File: src/assert_macros.svh
// Assertion macros used by the top-level RTL file of the hash table.
`ifndef ASSERT_MACROS_SVH
`define ASSERT_MACROS_SVH
`ifndef NO_ASSERTIONS
`define ASSERT_CLK(label, prop, msg) \
  label: assert property (@(posedge clk) disable iff (!rst_n) prop) else $error(msg);
`define ASSERT_NEVER(label, expr, msg) \
  `ASSERT_CLK(label, !(expr), msg)
`else
`define ASSERT_CLK(label, prop, msg)
`define ASSERT_NEVER(label, expr, msg)
`endif
`endif

File: src/rhh_pkg.sv
// Shared types and constants of the Robin Hood hash table.
package rhh_pkg;
  typedef enum logic [1:0] {
    OP_LOOKUP = 2'd0,
    OP_INSERT = 2'd1,
    OP_REMOVE = 2'd2
  } op_t;

  typedef enum logic [1:0] {
    ST_FOUND    = 2'd0,
    ST_INSERTED = 2'd1,
    ST_ABSENT   = 2'd2,
    ST_FULL     = 2'd3
  } status_t;

  localparam int KEY_W      = 64;
  localparam int LEN_W      = 4;
  localparam int VAL_PORT_W = 32;
  localparam int LIMIT_W    = 7;
  localparam int OP_W       = 2;
  localparam int HASH_SHIFT = 5;

  localparam logic [31:0]        HASH_SEED   = 32'd5381;
  localparam logic [LIMIT_W-1:0] LIMIT_RESET = 7'd90;
  localparam logic [LIMIT_W-1:0] LIMIT_MAX   = 7'd100;
endpackage

File: src/rhh_front.sv
// Front end: accepts request words, normalises them and hashes the key a byte a cycle.
module rhh_front
  import rhh_pkg::*;
#(
  parameter int SLOT_W    = 10,
  parameter int KEY_BYTES = 8,
  parameter int VAL_W     = 32
) (
  input  logic                  clk,
  input  logic                  rst_n,
  input  logic                  in_valid,
  output logic                  in_stall,
  input  logic [OP_W-1:0]       in_opcode,
  input  logic [KEY_W-1:0]      in_key_bytes,
  input  logic [LEN_W-1:0]      in_key_length,
  input  logic [VAL_PORT_W-1:0] in_new_value,
  input  logic                  clearing,
  output logic                  req_valid,
  input  logic                  req_ready,
  output logic [OP_W-1:0]       req_op,
  output logic [KEY_W-1:0]      req_key,
  output logic [LEN_W-1:0]      req_len,
  output logic [VAL_W-1:0]      req_val,
  output logic [SLOT_W-1:0]     req_home
);
  typedef enum logic [1:0] {F_IDLE, F_HASH, F_PUSH} fstate_t;

  fstate_t           state_r;
  op_t               op_r;
  logic [KEY_W-1:0]  key_r;
  logic [KEY_W-1:0]  shift_r;
  logic [LEN_W-1:0]  len_r;
  logic [LEN_W-1:0]  left_r;
  logic [VAL_W-1:0]  val_r;
  logic [SLOT_W-1:0] hash_r;
  logic [SLOT_W-1:0] hash_nxt;
  logic [LEN_W-1:0]  len_c;
  logic [KEY_W-1:0]  key_m;
  op_t               op_c;

  always_comb begin
    if (in_key_length == '0) begin
      len_c = LEN_W'(1);
    end else if (in_key_length > LEN_W'(KEY_BYTES)) begin
      len_c = LEN_W'(KEY_BYTES);
    end else begin
      len_c = in_key_length;
    end
  end

  always_comb begin
    for (int i = 0; i < KEY_W / 8; i++) begin
      key_m[8*i +: 8] = (LEN_W'(i) < len_c) ? in_key_bytes[8*i +: 8] : 8'd0;
    end
  end

  // The spare opcode behaves as a lookup.
  always_comb begin
    unique case (in_opcode)
      OP_INSERT: op_c = OP_INSERT;
      OP_REMOVE: op_c = OP_REMOVE;
      default:   op_c = OP_LOOKUP;
    endcase
  end

  // Only the slot bits of the hash survive, so the arithmetic is kept that narrow.
  assign hash_nxt = (hash_r << HASH_SHIFT) + hash_r + SLOT_W'(shift_r[7:0]);

  always_ff @(posedge clk) begin
    if (!rst_n) begin
      state_r <= F_IDLE;
    end else begin
      unique case (state_r)
        F_IDLE: begin
          if (in_valid && !in_stall) begin
            op_r    <= op_c;
            key_r   <= key_m;
            shift_r <= key_m;
            len_r   <= len_c;
            left_r  <= len_c;
            val_r   <= in_new_value[VAL_W-1:0];
            hash_r  <= HASH_SEED[SLOT_W-1:0];
            state_r <= F_HASH;
          end
        end
        F_HASH: begin
          hash_r  <= hash_nxt;
          shift_r <= shift_r >> 8;
          left_r  <= left_r - LEN_W'(1);
          if (left_r == LEN_W'(1)) begin
            state_r <= F_PUSH;
          end
        end
        F_PUSH: begin
          if (req_ready) begin
            state_r <= F_IDLE;
          end
        end
        default: state_r <= F_IDLE;
      endcase
    end
  end

  assign in_stall  = (state_r != F_IDLE) || clearing;
  assign req_valid = (state_r == F_PUSH);
  assign req_op    = op_r;
  assign req_key   = key_r;
  assign req_len   = len_r;
  assign req_val   = val_r;
  assign req_home  = hash_r;
endmodule

File: config.mk
export PLATFORM = sky130hd
export DESIGN_NAME = rhh_front
export DESIGN_NICKNAME = d
export VERILOG_FILES = /design/src/assert_macros.svh /design/src/rhh_pkg.sv /design/src/rhh_front.sv
export SDC_FILE = /design/constraint.sdc
export NUM_CORES = 1
export LEC_CHECK = 0
export BUFFER_PORTS_ARGS = -buffer_cell sky130_fd_sc_hd__buf_4
export CORE_ASPECT_RATIO = 1.4
export CORE_MARGIN = 2
export CORE_UTILIZATION = 25
export DETAILED_ROUTE_END_ITERATION = 10
export PLACE_DENSITY = 0.54
export SETUP_SLACK_MARGIN = 0.05
export SLEW_MARGIN = 0
export SYNTH_ARGS = -nofsm -noshare
export SYNTH_HDL_FRONTEND = slang
export SYNTH_SLANG_ARGS = --single-unit
File: constraint.sdc
create_clock -name clk -period 8.83 [get_ports clk]
set_clock_uncertainty 0.1 [all_clocks]
set_input_delay 0.883 -clock clk [delete_from_list [all_inputs] [get_ports clk]]
set_output_delay 0.883 -clock clk [all_outputs]
set_load 0.005 [all_outputs]
==> flow_summary.ini <==
[run_status]
run_status = finished, final reports clean

[synth]
synthFlopType = edfxtp_1
yosys_warnings = 0
syn_nets = 586
netlist_instances = 459
yosysTopAreaCell = edfxtp_1
synth-seq-cells = 182
async_flop_share_pct = 0
synth-edff-count = 180
avgSynthCellArea_um2 = 16.4
synth.distinct_cells = 48
synth.area.top_cells = edfxtp_1 (72%), mux2_2 (6.0%), and2_1 (4.1%), ha_1 (2.7%), mux2_4 (1.6%)
synthTopCellsByCount = edfxtp_1 (180), and2_1 (49), mux2_2 (40)
synth-seq-area-share_pct = 72.4
synth_area_um2 = 7530
synth_top_area_share_pct = 71.8
synth.most_common_cell = edfxtp_1

[floorplan]
die_h_um = 209
start_util_pct = 25.2
io_pins = 221
die_w_um = 151
dieArea_um2 = 31500
rows = 75
coreArea_um2 = 29800

[critical_path]
arrival_ns = 3.04
cp.required_ns = 8.80
worst_setup_path_start_kind = primary input
crit_start = clearing
critPathMaxFanout = 67
reg2reg_from = state_r[0]
setup.worst_path.class = primary input to register
cp-end-kind = register

[route]
drt-initial-drc-count = 197
vias = 4432
post_drt_wl_per_cell_um = 17.1
drc_errors = 0
firstDrtPassIters = 4
antenna_left = 0
wl_um = 18500
viasPerCell = 4.11

[power_and_ir_drop]
p_total_w = 0.00202
power_per_cell_area_nw_per_um2 = 198
max-vdd-ir-drop_v = 0.000135
leakage_nw = 3.99

[sta]
rsz0062_at_grt = false
worst_hold_slack_ns = 0.406
finalSetupViolCount = 0
hold_viol = 0
fin_crit_sh_pct = 34.8
fin_tns_setup_ns = 0
period_minus_slack_ns = 3.07
worst_pin_slew_ns = 1.07
slew_violations = 0
slew_headroom_pct = 28.1
max_freq_mhz = 326

[clock_network]
cts_root_buf = clkbuf_16
clk_pin_slew_ns = 0.07
ctsResizeCount = 0
cts_tree = done
clock_path_buffers = 2
cts_setup_buffers = 0
clock_latency_ns = 0.44
hold_buffers = 0
numCtsBuffers = 17
cts.sinks = 182
htreeDepth = 4

[global_route]
grt_first_pass_wirelength_um = 27500
grt_pass1_vias = 4571
globalRoute.totalOverflow = 0
grt_antenna_before_repair = 2
grt.total_usage_pct = 12.0
grt_max_degree = 68

[cells_and_area]
drive_gt1_share_pct = 47.5
fill_cells = 2945
multi_input_area_um2 = 1930
syn_to_final_growth_pct = 35.7
regArea_um2 = 5450
final_nets = 807

[place]
hpwl_um = 13100
numPortBuffers = 220
gp_congestion = 0.756

[min_path]
worstHoldStart = shift_r[8]
hold_path.class = register to register

[run]
cap_violations = 0
[area by class of cell]
cell class	instances	share of cell area, %
sequential	182	53.3
multi-input combinational	241	18.9
timing repair buffer	224	16.5
tap	385	4.72
clock buffer	17	4.16
clock inverter	15	1.94
inverter	14	0.514
antenna	1	0.0245
[cell usage in the layout, fill, tap and decap left out, types with 4 or more instances in the layout]
| cell | count |
|---|---|
| nor3_1 | 6 |
| mux2_4 | 8 |
| and2_4 | 8 |
| nor2b_1 | 7 |
| nor2_1 | 7 |
| clkbuf_16 | 17 |
| mux2_2 | 40 |
| clkinv_4 | 4 |
| and2_1 | 49 |
| ha_1 | 16 |
| o21ai_0 | 12 |
| and2_2 | 8 |
| buf_4 | 224 |
| nand2_1 | 29 |
| edfxtp_1 | 180 |
| fa_1 | 4 |
| inv_1 | 14 |
[kinds of logic after synthesis]
family                     synth area share (%)
adders and majority gates                  3.72
AOI/OAI and AO/OA                          3.04
buffers and inverters                      2.26
muxes                                      7.58
and+or+nand+nor                            10.6
xor gates and xnor gates                  0.466
DFF                                        72.4
[sequential cells by signal, summed over array words and instances (netlist names)]
register and count:
left_r 4, req_val 32, req_key 64, req_home 10, state_r 2, shift_r 64
req_len 4, req_op 2
[worst max-delay path: stages]
cell and delay (ns):
buf_4 0.11, nor2b_1 0.16, nor2_1 0.07, nor3b_2 0.86, buf_4 0.83
[worst paths after layout]
path	endpoint	slack, ns	cells after the start
worst min register to register	shift_r[0]	0.41	2
worst min-delay path	shift_r[0]	0.41	2
worst max-delay path	shift_r[14]	5.76	5
worst max register to register	shift_r[14]	5.99	3
[per-stage QoR]
stage / cell area (um^2) / utilization, % / std cells / setup slack, ns
finish: 10200 / 34.2 / 1079 / 5.76
global route: 10200 / 34.2 / 1079 / 5.55
global placement: 9590 / 32.1 / 1046 / 5.29
floorplan: 7530 / - / 459 / 1.28
detailed placement: 9590 / 32.1 / 1046 / 5.25
CTS: 10200 / 34.2 / 1078 / 5.74
[per-layer routing]
| metal | up-vias | GRT usage, % | routed length [um] |
|---|---|---|---|
| li1 | 2128 | - | - |
| met1 | 2119 | 13.8 | 7220 |
| met2 | 157 | 20.3 | 9550 |
| met3 | 26 | 4.30 | 1410 |
| met4 | 2 | 4.64 | 287 |
| met5 | - | 0 | 16 |
[power breakdown]
| group | internal (W) | switching (W) | total (W) |
|---|---|---|---|
| combinational | 0.000108 | 0.0000968 | 0.000204 |
| clock | 0.000453 | 0.000352 | 0.000805 |
| sequential | 0.000997 | 0.0000127 | 0.00101 |
| total | 0.00156 | 0.000462 | 0.00202 |
Power figures use the tool's default switching activity.
