<file path="src/assert_macros.svh">
// Assertion macros used by the top-level RTL file of the hash table.
`ifndef ASSERT_MACROS_SVH
`define ASSERT_MACROS_SVH
`ifndef NO_ASSERTIONS
`define ASSERT_CLK(label, prop, msg) \
  label: assert property (@(posedge clk) disable iff (!rst_n) prop) else $error(msg);
`define ASSERT_NEVER(label, expr, msg) \
  `ASSERT_CLK(label, !(expr), msg)
`else
`define ASSERT_CLK(label, prop, msg)
`define ASSERT_NEVER(label, expr, msg)
`endif
`endif

</file>
<file path="src/rhh_queue.sv">
// Two-entry request queue between the front end and the table engine.
module rhh_queue #(
  parameter int WIDTH = 8
) (
  input  logic             clk,
  input  logic             rst_n,
  input  logic             push_valid,
  output logic             push_ready,
  input  logic [WIDTH-1:0] push_data,
  output logic             pop_valid,
  input  logic             pop_ready,
  output logic [WIDTH-1:0] pop_data
);
  logic [WIDTH-1:0] store_r [2];
  logic             wr_r;
  logic             rd_r;
  logic [1:0]       cnt_r;
  logic             push;
  logic             pop;

  assign push_ready = (cnt_r != 2'd2);
  assign pop_valid  = (cnt_r != 2'd0);
  assign push       = push_valid && push_ready;
  assign pop        = pop_valid && pop_ready;
  assign pop_data   = store_r[rd_r];

  always_ff @(posedge clk) begin
    if (push) begin
      store_r[wr_r] <= push_data;
    end
  end

  always_ff @(posedge clk) begin
    if (!rst_n) begin
      wr_r  <= 1'b0;
      rd_r  <= 1'b0;
      cnt_r <= 2'd0;
    end else begin
      if (push) begin
        wr_r <= ~wr_r;
      end
      if (pop) begin
        rd_r <= ~rd_r;
      end
      if (push && !pop) begin
        cnt_r <= cnt_r + 2'd1;
      end else if (pop && !push) begin
        cnt_r <= cnt_r - 2'd1;
      end
    end
  end
endmodule

</file>
<file path="config.mk">
export PLATFORM = sky130hd
export DESIGN_NAME = rhh_queue
export DESIGN_NICKNAME = d
export VERILOG_FILES = /design/src/assert_macros.svh /design/src/rhh_queue.sv
export SDC_FILE = /design/constraint.sdc
export NUM_CORES = 1
export LEC_CHECK = 0
export ABC_AREA = 1
export ABC_CLOCK_PERIOD_IN_PS = 1170
export BUFFER_PORTS_ARGS = -buffer_cell sky130_fd_sc_hd__buf_2
export CAP_MARGIN = 30
export CORE_MARGIN = 3
export CORE_UTILIZATION = 44
export CTS_CLUSTER_SIZE = 30
export DETAILED_ROUTE_END_ITERATION = 10
export PLACE_DENSITY = 0.71
export SETUP_SLACK_MARGIN = 0.2
export SYNTH_ARGS = -nofsm -noshare
export SYNTH_HDL_FRONTEND = slang
export SYNTH_SLANG_ARGS = --single-unit
</file>
<file path="constraint.sdc">
create_clock -name clk -period 1.17 [get_ports clk]
set_input_delay 0.1755 -clock clk [delete_from_list [all_inputs] [get_ports clk]]
set_output_delay 0.1755 -clock clk [all_outputs]
set_load 0.02 [all_outputs]
</file>
==> impl_metrics.py, run 1 <==
metrics = {
    "status": {
        "status": "finished with violations",
        "violations": "negative setup slack",
    },
    "sta": {
        "fin_crit_ns": 1.38,
        "layout_worst_path_cycle_share_pct": 118,
        "rsz0062_at_grt": "true",
        "slew_headroom_pct": 89.4,
        "tightest_slew_ns": 0.159,
        "clock.fmax_ghz": 0.724,
        "finalWorstSetupSlack_ns": -0.212,
        "maxSlewViolCount": 0,
        "setup_viol": 28,
        "finalHoldViolCount": 0,
        "finClkSkew_ns": 0.00840,
    },
    "clocking": {
        "h-tree-depth": 1,
        "cts_buffers": 3,
        "root_buffer": "clkbuf_4",
        "hold_buffers": 0,
        "clockBufferDepth": 2,
        "cts_tree": "done",
        "clk_latency_ns": 0.29,
        "clk_pin_slew_ns": 0.11,
        "cts.sinks": 21,
    },
    "global_routing": {
        "grt_max_degree": 12,
        "grt_util_all_layers_pct": 12.6,
        "grt_remaining_overflow": 0,
        "grt_pass1_vias": 557,
        "grt_pass1_wl_um": 2330,
        "antenna_found_initial": 0,
    },
    "synth": {
        "synth_nets": 75,
        "avgSynthCellArea_um2": 13.5,
        "synth_seq_cells": 21,
        "ys_types": 18,
        "yosys_warnings": 0,
        "syn-instance-count": 62,
        "netlist_area_um2": 836,
        "ys_seq_area_share_pct": 69.5,
    },
    "route": {
        "wirelength_um": 1500,
        "met3_length_um": 81,
        "drtIter0Drc": 5,
        "met2_length_um": 766,
        "wl_per_cell_um": 12.3,
        "first_pass_iters": 3,
        "wl_met1_um": 613,
        "dr_total_vias": 574,
        "vias_per_cell": 4.70,
        "ant_nets": 0,
        "drc_errors": 0,
        "top_layer_used": "met4",
    },
    "setup_path": {
        "worstSetupPathType": "reg2out",
        "crit_arrival_ns": 1.21,
        "crit_path_start_kind": "flop",
        "critPathRequiredTime_ns": 0.99,
        "r2r_slack_ns": -0.09,
        "rr_worst_depth": 9,
        "crit_fanout": 5,
        "end_kind": "output pin",
    },
    "place": {
        "gp_congestion": 0.682,
        "portBuffers": 21,
        "hpwl_um": 1030,
        "placedCellCount": 114,
    },
    "final_layout": {
        "fin_cells": 122,
        "area_delta_synth_final_pct": 56.7,
        "insertedDiodeCount": 0,
        "final_layout_size_suffix_gt1_share_pct": 67.0,
        "utilization_pct": 74.3,
        "fillers": 122,
        "nets": 111,
    },
    "power": {
        "seqPwrFrac_pct": 37.2,
        "p_sw_mw": 0.979,
        "netSwitchingFraction_pct": 34.0,
        "combinationalPowerShare_pct": 51.4,
        "peakVddDrop_mv": 1.57,
        "clkPwrFrac_pct": 11.4,
        "power_density_nw_per_um2": 2200,
        "p_int_mw": 1.90,
        "total_leakage_power_nw": 0.542,
    },
    "floorplanning": {
        "die_y_um": 49.6,
        "core_um2": 1760,
        "initial_core_util_pct": 47.4,
        "fp-row-count": 15,
        "die_area_um2": 2460,
        "num_io_pins": 22,
        "fp.dieW_um": 49.6,
    },
    "worst_hold_path": {
        "whs_path_depth": 1,
        "hp-class": "in2reg",
    },
    "flow_run": {
        "drv_cap": 0,
    },
}
cells in the mapped netlist (all sizes together):
master | count | area (µm²)
edfxtp | 16 | 480
nand2 | 9 | 51.3
mux2 | 8 | 90.1
nor2 | 8 | 30.0
inv | 7 | 26.3
dfxtp | 5 | 100
o21ai | 2 | 10.0
a21oi | 1 | 5.00
buf | 1 | 5.00
clkinv | 1 | 5.00
ha | 1 | 12.5
nand3 | 1 | 5.00
nand4 | 1 | 6.26
o21a | 1 | 8.76
power by group through the flow:
stage / Sequential (mW) / Combinational [mW] / Clock (mW)
after floorplan: 1.04 / 0.722 / 0
after global placement: 1.04 / 1.03 / 0
after detailed placement: 1.05 / 1.06 / 0
after CTS: 1.05 / 1.36 / 0.340
after global routing: 1.09 / 1.58 / 0.373
final: 1.07 / 1.48 / 0.327
kinds of logic (layout without fill, tap and decap cells):
kind of cell               Yosys count  count (layout)  synth area share, %
and+or+nand+nor                     19              19                 11.1
adders and majority gates            1               1                 1.50
muxes                                8               8                 10.8
DFF                                 21              21                 69.5
buffers and inverters                9              44                 4.34
AOI/OAI and AO/OA                    4               4                 2.84
cells in the final DEF, fill, tap and decap left out:
cell type	n
dfxtp_1	2
buf_6	16
edfxtp_1	16
buf_2	11
ha_4	1
buf_4	3
nand4_1	1
mux2_4	8
inv_8	1
clkbuf_4	3
nor2_1	5
nand2_1	4
nand2_2	2
nor2_4	2
nand2_8	1
dfxtp_2	1
nor2_2	1
inv_1	3
buf_12	2
inv_4	3
inv_2	1
nand3_2	1
dfxtp_4	2
nand2_4	2
o21ai_2	2
clkbuf_1	1
o21a_4	1
a21oi_2	1
path summary, 6_finish.rpt:
path                         startpoint                       to
setup / recovery                   flop              pop_data[5]
hold / removal             push_data[7]  store_r[0][7]$_DFFE_PP_
setup reg to reg  cnt_r[0]$_SDFFE_PN0P_    cnt_r[1]$_SDFFE_PN0P_
hold reg to reg   cnt_r[0]$_SDFFE_PN0P_    cnt_r[0]$_SDFFE_PN0P_
registers in the layout (all words and copies together), names as in the netlist, named ones only:
register / flops
store_r: 16
cnt_r: 2
wr_r: 1
rd_r: 1
layout make-up:
cell class,instances,area (µm²),share of cell area [%]
Multi-Input combinational cell,32,320,24.5
Tap cell,25,31.3,2.39
Timing Repair Buffer,32,298,22.7
Sequential cell,21,589,45.0
Inverter,8,45.0,3.44
Clock buffer,4,26.3,2.01
per-stage QoR:
stage                     total power, mW  area (µm²)  TNS, ns  setup WS [ns]  hold slack, ns
after global placement               2.07        1110  -0.0265        -0.0265           0.363
final                                2.88        1310    -2.83         -0.212          0.0643
after floorplan                      1.76         903   -0.180        -0.0397           0.274
after detailed placement             2.11        1110  -0.0903        -0.0599           0.367
after global routing                 3.04        1310    -4.37         -0.272          0.0411
after CTS                            2.76        1260    -1.90         -0.230          0.0577
critical path, cell delays in order, from the launching register on:
cell	delay, ns
dfxtp_2	0.35
buf_6	0.13
mux2_4	0.31
buf_6	0.13
what timing repair did:
item                                   in CTS  in global routing
gates resized for setup                    34                 11
setup buffers                               2                  2
setup endpoints to repair                  30                 31
pin swaps                                   2                  7
endpoints found under the hold margin       0                  0
layer usage:
metal,global-route usage [%],vias up
li1,-,284
met1,13.7,265
met2,22.9,19
met3,3.02,6
met4,5.53,0
met5,0,-
Power figures use the tool's default switching activity.
==> run 2: changes to the inputs <==
--- a/config.mk
+++ b/config.mk
@@ -9,7 +9,6 @@
 export ABC_CLOCK_PERIOD_IN_PS = 1170
 export BUFFER_PORTS_ARGS = -buffer_cell sky130_fd_sc_hd__buf_2
 export CAP_MARGIN = 30
-export CORE_MARGIN = 3
 export CORE_UTILIZATION = 44
 export CTS_CLUSTER_SIZE = 30
 export DETAILED_ROUTE_END_ITERATION = 10
==> impl_metrics.py, run 2 (same netlist as run 1, synthesis figures left out) <==
metrics = {
    "floorplanning": {
        "fp.dieW_um": 45.6,
        "fp-row-count": 15,
        "num_io_pins": 22,
        "core_um2": 1750,
        "initial_core_util_pct": 47.9,
        "die_y_um": 45.6,
        "die_area_um2": 2080,
    },
    "clocking": {
        "clockBufferDepth": 2,
        "cts.sinks": 21,
        "cts_tree": "done",
        "hold_buffers": 0,
        "cts_buffers": 3,
        "clk_pin_slew_ns": 0.11,
        "clk_latency_ns": 0.29,
        "root_buffer": "clkbuf_4",
        "h-tree-depth": 1,
    },
    "place": {
        "placed_cell_area_um2": 1100,
        "placedCellCount": 116,
        "hpwl_um": 1030,
        "gp_congestion": 0.872,
        "portBuffers": 21,
    },
    "power": {
        "netSwitchingFraction_pct": 34.8,
        "fin_total_pwr_mw": 2.95,
        "clkPwrFrac_pct": 11.2,
        "p_int_mw": 1.92,
        "total_leakage_power_nw": 0.564,
        "seqPwrFrac_pct": 36.9,
        "p_sw_mw": 1.03,
        "combinationalPowerShare_pct": 51.9,
        "peakVddDrop_mv": 1.78,
        "power_density_nw_per_um2": 2180,
    },
    "sta": {
        "clock.fmax_ghz": 0.724,
        "finalHoldViolCount": 0,
        "tightest_slew_ns": 0.190,
        "maxSlewViolCount": 0,
        "slew_headroom_pct": 87.3,
        "fin_crit_ns": 1.38,
        "layout_worst_path_cycle_share_pct": 118,
        "finClkSkew_ns": 0.00102,
        "rsz0062_at_grt": "true",
        "finalWorstSetupSlack_ns": -0.212,
        "setup_viol": 20,
    },
    "worst_hold_path": {
        "whs_path_depth": 1,
        "hp-class": "in2reg",
    },
    "final_layout": {
        "layout_common_cells": "22 x buf_6, 16 x edfxtp_1, 11 x buf_2",
        "insertedDiodeCount": 0,
        "top_regs": "store_r x16, cnt_r x2",
        "final_common_cell": "buf_6",
        "final_area_um2": 1350,
        "largest_reg_flops": 16,
        "area_delta_synth_final_pct": 61.8,
        "nets": 113,
        "fin_cells": 124,
        "fillers": 114,
        "top_register": "store_r",
        "final_layout_size_suffix_gt1_share_pct": 71.7,
    },
    "setup_path": {
        "crit_fanout": 4,
        "crit_arrival_ns": 1.21,
        "path_depth": 3,
        "rr_worst_depth": 9,
        "crit_buf_inv": 2,
        "cpPeakStageDelay_ns": 0.36,
        "crit_family": "flip-flops",
        "crit_path_start_kind": "flop",
        "worstSetupPathType": "reg2out",
        "crit_slowest_cell": "dfxtp_2",
        "end_kind": "output pin",
        "cpMostUsedCell": "buf_6",
        "critPathRequiredTime_ns": 0.99,
        "critical_path.cell_chain": "buf_6 -> mux2_4 -> buf_6",
    },
    "route": {
        "met3_length_um": 55,
        "wl_met1_um": 606,
        "top_layer_used": "met4",
        "drc_errors": 0,
        "wl_per_cell_um": 12.8,
        "vias_per_cell": 4.69,
        "first_pass_iters": 4,
        "dr_total_vias": 582,
        "drtIter0Drc": 6,
        "met2_length_um": 917,
        "wirelength_um": 1590,
        "ant_nets": 0,
    },
    "global_routing": {
        "grt_util_all_layers_pct": 16.7,
        "grt_max_degree": 12,
        "grt_pass1_vias": 561,
        "grt_remaining_overflow": 0,
        "antenna_found_initial": 0,
        "grt_pass1_wl_um": 2320,
    },
    "flow_run": {
        "drv_cap": 0,
    },
    "status": {
        "status": "finished with violations",
        "violations": "negative setup slack",
    },
}
-- run 2: cell types whose count changed in the layout (fill, tap and decap cells not counted), moves of 2 or more --
cell / delta
buf_6: +6
nor2_1: -3
buf_12: -2
buf_4: -2
inv_4: -2
nand2_1: -2
nor2_4: +2
o21ai_2: -2
-- run 2: final cells by class --
class                   instances  area, µm²  share of cell area (%)
clock buffers                   4       26.3                    1.94
inverters                       8       42.5                    3.15
well taps                      25       31.3                    2.31
repair buffers                 34        310                    22.9
multi-input cells              32        352                    26.0
flip-flops and latches         21        591                    43.7
-- run 2: power by group through the flow --
stage                     sequential (mW)  combinational (mW)  clock, mW
final                                1.09                1.53      0.331
after detailed placement             1.05                1.03          0
after global placement               1.04                1.01          0
after global routing                 1.10                1.63      0.383
after floorplan                      1.04               0.722          0
after CTS                            1.05                1.32      0.348
-- run 2: timing repair --
action	in CTS	in global routing
buffers inserted	1	3
gates cloned	0	0
pin swaps	5	9
setup endpoints to repair	29	31
gates resized for setup	37	21
-- run 2: layer usage --
metal | up-vias | track usage, %
met5 | - | 0
met4 | 0 | 7.27
met3 | 2 | 3.57
met2 | 16 | 30.9
met1 | 276 | 17.9
li1 | 288 | -
-- run 2: through the flow --
stage / setup WS [ns] / setup TNS, ns / utilization [%] / hold slack (ns)
2_1_floorplan: -0.0397 / -0.180 / - / 0.274
3_3_place_gp: -0.0274 / -0.0274 / 62.8 / 0.363
3_5_place_dp: -0.0467 / -0.0838 / 62.8 / 0.367
4_1_cts: -0.235 / -2.00 / 72.0 / 0.0531
5_1_grt: -0.278 / -3.63 / 77.5 / 0.0423
6_report: -0.212 / -2.50 / 77.5 / 0.0655
-- run 2: final timing paths --
kind / start / to / slack, ns
max: flop / pop_data[3] / -0.21
min: push_data[6] / store_r[0][6]$_DFFE_PP_ / 0.07
min reg2reg: cnt_r[0]$_SDFFE_PN0P_ / cnt_r[0]$_SDFFE_PN0P_ / 0.48
max reg2reg: cnt_r[0]$_SDFFE_PN0P_ / cnt_r[1]$_SDFFE_PN0P_ / -0.12
==> run 3: changes to the inputs <==
--- a/config.mk
+++ b/config.mk
@@ -9,6 +9,7 @@
 export ABC_CLOCK_PERIOD_IN_PS = 1170
 export BUFFER_PORTS_ARGS = -buffer_cell sky130_fd_sc_hd__buf_2
 export CAP_MARGIN = 30
+export CORE_MARGIN = 2
 export CORE_UTILIZATION = 44
 export CTS_CLUSTER_SIZE = 30
 export DETAILED_ROUTE_END_ITERATION = 10
==> impl_metrics.py, run 3 (same netlist as run 1, synthesis figures left out) <==
metrics = {
    "status": {
        "status": "finished with violations",
        "violations": "negative setup slack",
    },
    "final_layout": {
        "area_delta_synth_final_pct": 58.1,
        "layout_common_cells": "16 x edfxtp_1, 12 x buf_6, 11 x buf_2",
        "final_common_cell": "edfxtp_1",
        "insertedDiodeCount": 0,
        "final_area_um2": 1320,
        "nets": 112,
        "top_register": "store_r",
        "largest_reg_flops": 16,
        "final_layout_size_suffix_gt1_share_pct": 70.4,
        "top_regs": "store_r x16, cnt_r x2",
    },
    "setup_path": {
        "timing.rr.start": "cnt_r[0]$_SDFFE_PN0P_",
        "crit_fanout": 2,
        "worst_r2r_endpoint": "store_r[1][7]$_DFFE_PP_",
        "worstSetupPathType": "reg2out",
        "critPathRequiredTime_ns": 0.99,
        "end_kind": "output pin",
        "r2r_slack_ns": -0.07,
        "crit_path_start_kind": "flop",
        "rr_worst_depth": 6,
        "crit_arrival_ns": 1.22,
    },
    "power": {
        "p_sw_mw": 0.989,
        "combinationalPowerShare_pct": 51.8,
        "total_leakage_power_nw": 0.549,
        "peakVddDrop_mv": 1.77,
        "power_density_nw_per_um2": 2180,
        "netSwitchingFraction_pct": 34.3,
        "clkPwrFrac_pct": 11.4,
        "fin_total_pwr_mw": 2.89,
        "seqPwrFrac_pct": 36.8,
        "p_int_mw": 1.90,
    },
    "clocking": {
        "clockBufferDepth": 2,
        "cts_tree": "done",
        "clk_pin_slew_ns": 0.11,
        "root_buffer": "clkbuf_4",
        "clk_latency_ns": 0.29,
        "h-tree-depth": 1,
        "cts.sinks": 21,
        "hold_buffers": 0,
        "cts_buffers": 3,
    },
    "route": {
        "ant_nets": 0,
        "first_pass_iters": 4,
        "wirelength_um": 1480,
        "wl_per_cell_um": 12.0,
        "vias_per_cell": 4.72,
        "dr_total_vias": 581,
        "drtIter0Drc": 12,
        "drc_errors": 0,
    },
    "floorplanning": {
        "initial_core_util_pct": 47.4,
        "die_area_um2": 2260,
        "fp-row-count": 15,
        "num_io_pins": 22,
        "fp.dieW_um": 47.6,
        "core_um2": 1760,
        "die_y_um": 47.6,
    },
    "global_routing": {
        "grt_pass1_vias": 517,
        "antenna_found_initial": 0,
        "grt_max_degree": 13,
        "grt_pass1_wl_um": 2160,
        "grt_util_all_layers_pct": 14.5,
        "grt_remaining_overflow": 0,
    },
    "sta": {
        "setup_viol": 27,
        "finalWorstSetupSlack_ns": -0.228,
        "tightest_slew_ns": 0.181,
        "slew_headroom_pct": 87.9,
        "layout_worst_path_cycle_share_pct": 120,
        "finClkSkew_ns": 0.00180,
        "fin_crit_ns": 1.40,
        "maxSlewViolCount": 0,
        "clock.fmax_ghz": 0.715,
        "finalHoldViolCount": 0,
        "rsz0062_at_grt": "true",
    },
    "worst_hold_path": {
        "hp-class": "in2reg",
        "hp-start": "push_data[3]",
        "min_to": "store_r[0][3]$_DFFE_PP_",
        "whs_path_depth": 1,
    },
    "place": {
        "portBuffers": 21,
        "gp_congestion": 0.691,
        "placed_cell_area_um2": 1120,
        "hpwl_um": 987,
    },
    "flow_run": {
        "drv_cap": 0,
    },
}
==> run 3: cell types whose count changed in the layout (fill, tap and decap cells not counted), sizes merged <==
cell and change:
clkinv +1, buf -1, clkbuf -1
==> run 3: how the worst max path moves through the flow <==
| stage | endpoint | depth (start not counted) | startpoint | slack, ns |
|---|---|---|---|---|
| 3_5_place_dp | cnt_r[1]$_SDFFE_PN0P_ | 8 | cnt_r[1]$_SDFFE_PN0P_ | -0.05 |
| 6_report | pop_data[2] | 3 | flop | -0.23 |
| 3_3_place_gp | cnt_r[1]$_SDFFE_PN0P_ | 8 | cnt_r[1]$_SDFFE_PN0P_ | -0.02 |
| 4_1_cts | pop_data[5] | 3 | flop | -0.24 |
| 5_1_grt | pop_data[5] | 3 | flop | -0.28 |
| 2_1_floorplan | cnt_r[1]$_SDFFE_PN0P_ | 10 | cnt_r[0]$_SDFFE_PN0P_ | -0.04 |
==> run 3: power groups by stage <==
stage	logic (mW)	registers [mW]	clock network [mW]
2_1_floorplan	0.722	1.04	0
3_3_place_gp	1.05	1.05	0
3_5_place_dp	1.07	1.06	0
4_1_cts	1.35	1.06	0.346
5_1_grt	1.62	1.08	0.375
6_report	1.50	1.06	0.330
==> run 3: cell type report <==
type | instances | area [µm²]
Clock buffer | 3 | 22.5
Clock inverter | 1 | 5.00
Fill cell | 119 | 443
Inverter | 8 | 40.0
Multi-Input combinational cell | 32 | 333
Sequential cell | 21 | 587
Tap cell | 25 | 31.3
Timing Repair Buffer | 33 | 303
==> run 3: through the flow <==
step | cells | setup TNS (ns) | setup slack (ns) | utilization (%) | hold WS (ns)
floorplan | 62 | -0.180 | -0.0397 | - | 0.274
global placement | 114 | -0.0202 | -0.0202 | 63.4 | 0.363
detailed placement | 114 | -0.0910 | -0.0521 | 63.4 | 0.367
CTS | 120 | -1.99 | -0.242 | 71.6 | 0.0525
global route | 123 | -4.20 | -0.283 | 74.9 | 0.0436
finish | 123 | -3.00 | -0.228 | 74.9 | 0.0599
==> run 3: layer usage <==
metal | GRT usage [%] | wire, µm | up-vias
met4 | 8.11 | 29 | 0
met5 | 0 | 0 | -
met1 | 16.7 | 603 | 266
li1 | - | - | 290
met3 | 4.15 | 97 | 4
met2 | 24.1 | 744 | 21
==> run 3: critical path: stages (launching register included) <==
cell	delay, ns
dfxtp_2	0.37
buf_4	0.12
mux2_4	0.28
buf_4	0.15
==> run 3: timing repair <==
action | CTS | global route
endpoints found under the setup margin | 30 | 31
pin swaps | 7 | 11
endpoints found under the hold margin | 0 | 0
setup buffers | 2 | 3
cloned | 0 | 0
resized for setup | 31 | 10
